<file path="src/parabola_envelope_distance_1d_assert.svh">
// Assertion macros for the parabola envelope distance block.
`ifndef PARABOLA_ENVELOPE_DISTANCE_1D_ASSERT_SVH
`define PARABOLA_ENVELOPE_DISTANCE_1D_ASSERT_SVH

// Same-cycle implication, disabled during reset.
`define PEDT_ASSERT_NOW(lbl, ante, cons, msg) \
    lbl: assert property (@(posedge clk) disable iff (!rst_n) (ante) |-> (cons)) \
        else $error(msg);

// Next-cycle implication, disabled during reset.
`define PEDT_ASSERT_NEXT(lbl, ante, cons, msg) \
    lbl: assert property (@(posedge clk) disable iff (!rst_n) (ante) |=> (cons)) \
        else $error(msg);

`endif

</file>
<file path="src/pedt_pkg.sv">
// Shared constants for the parabola envelope distance block.
package pedt_pkg;

    localparam int LINE_LENGTH   = 64;
    localparam int FRACTION_BITS = 16;

    localparam int SAMPLE_W = 24;
    localparam int IDX_W    = $clog2(LINE_LENGTH);
    localparam int BND_W    = 48;
    localparam int DIST_W   = 25;
    // magnitude of (f_q+q^2)-(f_v+v^2)
    localparam int MAG_W    = SAMPLE_W + 1;
    localparam int NUM_W    = MAG_W + 1;
    localparam int DVD_W    = MAG_W + FRACTION_BITS;
    localparam int DEN_W    = IDX_W + 1;
    localparam int DIV_CNT_W = $clog2(DVD_W + 1);
    localparam int STK_W    = IDX_W + BND_W;

    localparam logic [BND_W-1:0] NEG_INF = {1'b1, {(BND_W-1){1'b0}}};

endpackage

</file>
<file path="src/pedt_div.sv">
// Restoring divider, one quotient bit per cycle, for intersection abscissae.
module pedt_div
(
    input  logic                          clk,
    input  logic                          rst_n,
    input  logic                          start,
    input  logic [pedt_pkg::DVD_W-1:0]    dividend,
    input  logic [pedt_pkg::DEN_W-1:0]    divisor,
    output logic                          busy,
    output logic                          done,
    output logic [pedt_pkg::DVD_W-1:0]    quotient,
    output logic                          rem_nz
);

    logic [pedt_pkg::DVD_W-1:0]     quo_reg, quo_next;
    logic [pedt_pkg::DEN_W-1:0]     rem_reg, rem_next;
    logic [pedt_pkg::DEN_W-1:0]     den_reg;
    logic [pedt_pkg::DIV_CNT_W-1:0] cnt_reg, cnt_next;
    logic                           busy_reg, busy_next;
    logic                           done_reg, done_next;
    logic [pedt_pkg::DEN_W:0]       trial;
    logic                           ge;

    assign trial = {rem_reg, quo_reg[pedt_pkg::DVD_W-1]};
    assign ge    = (trial >= {1'b0, den_reg});

    always_comb
    begin
        quo_next  = quo_reg;
        rem_next  = rem_reg;
        cnt_next  = cnt_reg;
        busy_next = busy_reg;
        done_next = 1'b0;
        if (start)
        begin
            quo_next  = dividend;
            rem_next  = '0;
            cnt_next  = pedt_pkg::DIV_CNT_W'(pedt_pkg::DVD_W);
            busy_next = 1'b1;
        end
        else if (busy_reg)
        begin
            rem_next = ge ? pedt_pkg::DEN_W'(trial - {1'b0, den_reg})
                          : trial[pedt_pkg::DEN_W-1:0];
            quo_next = {quo_reg[pedt_pkg::DVD_W-2:0], ge};
            cnt_next = cnt_reg - 1'b1;
            if (cnt_reg == pedt_pkg::DIV_CNT_W'(1))
            begin
                busy_next = 1'b0;
                done_next = 1'b1;
            end
        end
    end

    always_ff @(posedge clk or negedge rst_n)
    begin
        if (!rst_n)
        begin
            busy_reg <= 1'b0;
            done_reg <= 1'b0;
            cnt_reg  <= '0;
        end
        else
        begin
            busy_reg <= busy_next;
            done_reg <= done_next;
            cnt_reg  <= cnt_next;
        end
    end

    always_ff @(posedge clk)
    begin
        quo_reg <= quo_next;
        rem_reg <= rem_next;
        if (start)
        begin
            den_reg <= divisor;
        end
    end

    assign busy     = busy_reg;
    assign done     = done_reg;
    assign quotient = quo_reg;
    assign rem_nz   = (rem_reg != '0);

endmodule

</file>
<file path="config.mk">
export PLATFORM = sky130hd
export DESIGN_NAME = pedt_div
export DESIGN_NICKNAME = d
export VERILOG_FILES = /design/src/parabola_envelope_distance_1d_assert.svh /design/src/pedt_pkg.sv /design/src/pedt_div.sv
export SDC_FILE = /design/constraint.sdc
export NUM_CORES = 1
export LEC_CHECK = 0
export ABC_AREA = 1
export BUFFER_PORTS_ARGS = -buffer_cell sky130_fd_sc_hd__buf_2
export CAP_MARGIN = 20
export CORE_AREA = 4 4 93 95
export CTS_CLUSTER_SIZE = 8
export DETAILED_ROUTE_END_ITERATION = 8
export DIE_AREA = 0 0 97 99
export GPL_TIMING_DRIVEN = 0
export SLEW_MARGIN = 20
export SYNTH_ARGS = -nofsm -noshare
export SYNTH_HDL_FRONTEND = slang
export SYNTH_SLANG_ARGS = --single-unit
</file>
<file path="constraint.sdc">
create_clock -name clk -period 2.3 [get_ports clk]
set_input_delay 0.345 -clock clk [delete_from_list [all_inputs] [get_ports clk]]
set_output_delay 0.345 -clock clk [all_outputs]
set_load 0.02 [all_outputs]
</file>
==> metrics.txt, run 1 <==
share of layout cells above drive strength 1=between 20% and 30%; max-cap viol count=0; skew final=11.6 ps; Initial Utilization=39.3%; Pint=2.45 mW; Synth top area share=47.4%; Root Driver=clkbuf_8; Hold Path Stages=1; Pwr Density=between 900 and 1000 mW/mm²; #FFs+latches synth=63; FFs w/ async S/R, synth=12.7%; Setup WS pre-CTS=-112 ps; Die Width=97 µm; Post-Syn Instances=343; Final setup viols=0; CTS buffer count=9; Resize count post-CTS=0; Max Root-Sink Buffers=2; vias in the first global route=2611; first-pass GRT wire length=12000 µm; worst r2r src=quotient[40]; # DRC=0; CTS sink count=between 60 and 70; buffers added on ports=94; Mapped Avg Cell Area=8.86 µm²; Total Wirelength=7090 µm; Pwr Total=roughly 3.7 mW; Core ar.=between 0.007 and 0.008 mm²; initial antenna violation count=0; unrepaired setup endpoints after global routing=no; Congestion Overflow GR=0; mapped cell area=0.00304 mm²; fin cells=556; critical path data arrival time=1970 ps; Post-CTS Setup Inserts=0; Largest register FFs=slightly above 40; area delta synth->final=27.3%; CTS tree=yes; Static Leak=2.00 nW; Synth cell types=29; Worst slew margin=42.4%; Pre-antenna DRT Iters=4; Worst Hold Endpoint=den_reg[3]; period utilization=86.9%; final instance area=0.00387 mm²; final hold viol count=0; DRT iter0 DRCs=133; reg-to-reg slack, setup=390 ps; Critical Path End Type=register; dpl cells=539; min-delay src=divisor[3]; switching part of the total=33.5%; WL/cell=12.7 µm; Peak VDD IR=about 0.00032 V; capturing point of the worst reg2reg path=rem_reg[5]; H-tree depth=3; crit path cell chain=buf_2 > clkbuf_1 > nor2_1 > inv_2; gpl congestion=0.817; register share of total power=40.8%; worst stage delay on the critical path=690 ps; syn nets=404; diodes inserted=0; Worst setup SP type=primary input; fill count=765; largest area contributor in the netlist=edfxtp_1; Final Critical Period=2000 ps; Data required, critical path=2270 ps; most common cell after layout, fill and taps aside=nand2_1; CP max FO=42; Max Transition Viols Final=0; post-DP HPWL=roughly 5200 µm; detailed-route via count=2527; slowest CP cell=inv_2; Final ANT Viol Nets=0; outcome=finished, final reports clean; worst slew pin tran=between 800 and 900 ps; commonest cells after routing, fill and taps aside=nand2_1 (168), buf_2 (98), edfxtp_1 (48), inv_1 (28), nand3_1 (21); worst r2r path cells=11; Vias/cell=4.54; post-synthesis sequential area ratio=between 50 and 60%; Die Height=99 µm; I/O Pins=95; Gate power share=29.5%; main area contributors after synthesis=edfxtp_1 (47%), nand2_1 (21%), dfrtp_1 (6.6%), dfxtp_1 (4.6%), ha_1 (3.7%); Post-synth EDFFs=48; FP Rows=32; Worst Hold Class=primary input to register; Reg clk slew, reported paths=70 ps; worst setup margin=301 ps; # nets final=510; largest net degree at the start of global routing=43; global-route total usage across every layer=15.4%; kind of critical path=primary input to register; hold buffer count at CTS=1; Main synth FF type=edfxtp_1; net switching power=1.24 mW; clk_lat worst skew=340 ps; die area=0.00960 mm²; area of placed instances=around 0.0036 mm²; Yosys warnings=0; clock network power share=29.7%; fmax=0.500 GHz
[metrics by stage]
stage          hold WS, ps  TNS [ps]  util (%)
2_1_floorplan         49.4         0         -
3_3_place_gp           201     -5090      47.1
3_5_place_dp           199     -4560      47.1
4_1_cts                164         0      50.1
5_1_grt                167         0      50.1
6_report               182         0      50.1
[layer usage]
layer | wire length [µm] | track usage (%)
met1 | 3210 | 18.8
met4 | 34 | 4.97
met5 | 0 | 0
met3 | 599 | 6.65
met2 | 3250 | 24.8
[final cells by class]
class / instances / area [µm²] / share of cell area (%)
flip-flops and latches: 63 / 1780 / 46.0
multi-input cells: 237 / 1090 / 28.2
repair buffers: 95 / 480 / 12.4
clock buffers: 11 / 141 / 3.65
inverters: 34 / 128 / 3.30
well taps: 102 / 128 / 3.30
clock inverters: 5 / 81.3 / 2.10
plain buffers: 9 / 38.8 / 1.00
[cell families after synthesis]
kind of cell	Yosys count	share of synthesized area [%]
and+or+nand+nor	211	28.1
DFF	63	58.6
buffers and inverters	43	5.48
AOI/OAI and AO/OA	14	2.88
adders and majority gates	10	4.36
xor gates and xnor gates	2	0.576
[power by group through the flow]
| stage | Clock (mW) | Sequential (mW) | Combinational (mW) |
|---|---|---|---|
| final | 1.09 | 1.50 | 1.09 |
| after global routing | 1.17 | 1.53 | 1.26 |
| after CTS | 1.13 | 1.51 | 1.10 |
| after detailed placement | 0 | 1.52 | 1.09 |
| after global placement | 0 | 1.52 | 1.08 |
| after floorplan | 0 | 1.60 | 0.716 |
[synth_stat cells, types with 2 or more instances]
cell and number:
nor3_1 2, nand4_1 3, inv_1 28, inv_2 5
o21ai_0 2, o21ai_1 3, nand3_1 21, dfxtp_1 7
a21oi_1 5, buf_2 4, ha_1 9, nor2_1 12
clkbuf_1 5, dfrtp_1 8, edfxtp_1 48, nand2_1 168
[worst max-delay path by stage]
stage	start	end	slack (ps)	cells after the start
after detailed placement	start	quotient[33]	-110	4
after floorplan	quotient[40]	rem_reg[5]	440	11
after global placement	start	quotient[35]	-130	4
final	start	quotient[40]	300	4
after CTS	start	quotient[7]	250	4
after global routing	start	quotient[18]	100	4
[critical path: cells and delay by family]
family,cells,cell delay (ps)
buffers and inverters,3,1340
AND/OR/NAND/NOR,1,260
Note: power is estimated with default switching activity, not from simulation.
==> inputs of run 2 (changes only) <==
Settings changed: CELL_PAD_IN_SITES_DETAIL_PLACEMENT set to 1, CELL_PAD_IN_SITES_GLOBAL_PLACEMENT set to 2, CORE_AREA 4 4 93 95 to 4 4 108 110, DIE_AREA 0 0 97 99 to 0 0 112 114, PLACE_DENSITY_LB_ADDON set to 0.1, RECOVER_POWER set to 25.
==> run 2 against run 1 <==
Maximum frequency is 1.1% lower. Design area is 0.39% lower. Via count is 1.1% higher. Hold slack worse by 2.9 ps. Register-to-register slack worse by 110 ps. Global-route usage is 1.9 points lower. Sequential share of layout area is 0.18 points higher. Critical endpoint is now rem_reg[5]. Largest power group unchanged.
==> metrics.txt, run 2 (same netlist as run 1, synthesis figures left out) <==
Pwr Total=3.50 mW (-4.9%); GRT busiest layer=met2; Pre-antenna DRT Iters=4 (unchanged); WL/cell=13.8 µm (+8.2%); CP max FO=7 (-83%); Worst slew margin=39.5% (-2.9 points); Final setup viols=0 (unchanged); Initial Utilization=28.4% (-11 points); Hold Path Stages=1 (unchanged); gpl congestion=0.739 (-9.5%); largest net degree at the start of global routing=43 (unchanged); share of layout cells above drive strength 1=23.3% (-3.5 points); critical path data arrival time=2260 ps (+290 ps); dpl cells=577 (+7.1%); CTS tree=yes; capturing point of the worst reg2reg path=rem_reg[5]; Global Route met3 Usage=4.24% (-2.4 points); Gate power share=31.9% (+2.4 points); die area=0.0128 mm² (+33%); Root Driver=clkbuf_8; Pint=2.24 mW (-8.4%); H-tree depth=3 (unchanged); clk_lat worst skew=340 ps (about the same); area delta synth->final=26.8%; first-pass GRT wire length=13400 µm (+12%); kind of critical path=register to register; most common cell after layout, fill and taps aside=nand2_1; clock network power share=25.1% (-4.6 points); Reg clk slew, reported paths=70 ps (about the same); worst slew pin tran=905 ps (+42.9 ps); Post-CTS Setup Inserts=0 (unchanged); Largest register FFs=41 (unchanged); worst r2r path cells=11 (unchanged); Worst Hold Class=primary input to register; # DRC=0 (unchanged); worst r2r src=quotient[40]; fin cells=594 (+6.8%); net switching power=1.26 mW (+2.0%); FP Rows=38 (+19%); Data required, critical path=2540 ps (+270 ps); Total Wirelength=8190 µm (+16%); Vias/cell=4.30 (-5.4%); detailed-route via count=2554 (+1.1%); Die Height=114 µm (+15%); Final ANT Viol Nets=0 (unchanged); min-delay src=divisor[4]; switching part of the total=36.0% (+2.4 points); CTS buffer count=9 (unchanged); diodes inserted=0 (unchanged); Critical Path End Type=register; GR met1 Demand/Resource=16.2% (-2.6 points); outcome=finished, final reports clean; skew final=5.15 ps (-6.44 ps); unrepaired setup endpoints after global routing=no; reg-to-reg slack, setup=280 ps (-110 ps); Worst setup SP type=register; max-cap viol count=0 (unchanged); Setup TNS Final=0 ps (unchanged); period utilization=87.9% (+0.95 points); vias in the first global route=2704 (+3.6%); Die Width=112 µm (+15%); Pwr Density=909 mW/mm² (-4.5%); register share of total power=43.0% (+2.2 points); # nets final=510 (unchanged); global-route total usage across every layer=13.5% (-1.9 points); fmax=0.495 GHz (-1.1%); Worst Hold Endpoint=den_reg[4]; hold slack=179 ps (-2.85 ps); DRT iter0 DRCs=65 (-51%); CTS sink count=63 (unchanged); post-DP HPWL=6210 µm (+20%); Max Root-Sink Buffers=2 (unchanged); Final Critical Period=2020 ps (+21.9 ps); commonest cells after routing, fill and taps aside=nand2_1 (168), buf_2 (84), edfxtp_1 (48), inv_1 (29), nand3_1 (21); met2 Use GR=22.3% (-2.5 points); I/O Pins=95 (unchanged); Congestion Overflow GR=0 (unchanged); buffers added on ports=94 (unchanged); fill count=1320 (+73%); Core ar.=0.0107 mm² (+38%); Max Transition Viols Final=0 (unchanged); Static Leak=1.94 nW (-3.3%); initial antenna violation count=0 (unchanged); final hold viol count=0 (unchanged); Peak VDD IR=0.000222 V (-31%)
[run 2: cell count changes in the layout (fill, tap and decap cells not counted)]
cell	previous run	this run
o21ai_0	2	4
nor2_2	1	2
clkbuf_8	10	11
inv_1	28	29
inv_2	5	4
clkbuf_1	6	20
inv_6	1	0
nor2_1	12	11
buf_2	98	84
bufinv_16	2	0
clkinv_1	1	3
o21ai_1	3	1
[run 2: worst max path at each step]
stage / startpoint / end / slack (ps) / depth (start not counted)
after global routing: quotient[40] / rem_reg[5] / 70 / 11
final: quotient[40] / rem_reg[5] / 280 / 11
after floorplan: quotient[40] / rem_reg[5] / 440 / 11
after global placement: start / quotient[35] / -250 / 4
after CTS: start / quotient[2] / 100 / 4
after detailed placement: start / quotient[6] / -280 / 4
[run 2: critical path: stages, from the launching register on]
cell,delay (ps)
edfxtp_1,400
inv_1,80
ha_1,220
fa_1,420
inv_1,100
nand3_1,70
nand2_1,150
nand2_1,110
nand3_4,120
nand3_1,110
nand3_1,90
nand2_1,50
[run 2: cell type report]
cell class	instances	area (µm²)	share of cell area, %
clock inverters	4	20.0	0.519
flip-flops and latches	63	1780	46.2
well taps	140	175	4.54
plain buffers	9	38.8	1.01
clock buffers	12	155	4.02
inverters	34	128	3.31
repair buffers	95	463	12.0
multi-input cells	237	1090	28.4
[run 2: per-layer routing]
metal	routed length [µm]	share of wire [%]	vias up
met1	3700	45	1169
met5	0	0	-
met2	3830	47	59
li1	-	-	1315
met3	507	6.2	11
met4	155	1.9	0
[run 2: what timing repair did]
item	4_1_cts	5_1_grt
endpoints found under the hold margin	8	0
endpoints found under the setup margin	0	41
hold buffers	1	0
resized for setup	0	1
[run 2: metrics by stage]
stage                     setup slack [ps]  utilization, %  instance area, µm²
after floorplan                        444               -                3040
after global placement                -246            34.4                3680
after detailed placement              -277            34.4                3680
after CTS                              100            36.2                3870
after global routing                  67.6            36.0                3850
final                                  279            36.0                3850
[run 2: power by group through the flow]
stage / Clock, mW / Combinational [mW] / Sequential, mW
after CTS: 0.915 / 1.15 / 1.51
after detailed placement: 0 / 1.15 / 1.53
final: 0.880 / 1.12 / 1.51
after global routing: 0.963 / 1.30 / 1.53
after global placement: 0 / 1.14 / 1.53
after floorplan: 0 / 0.716 / 1.60
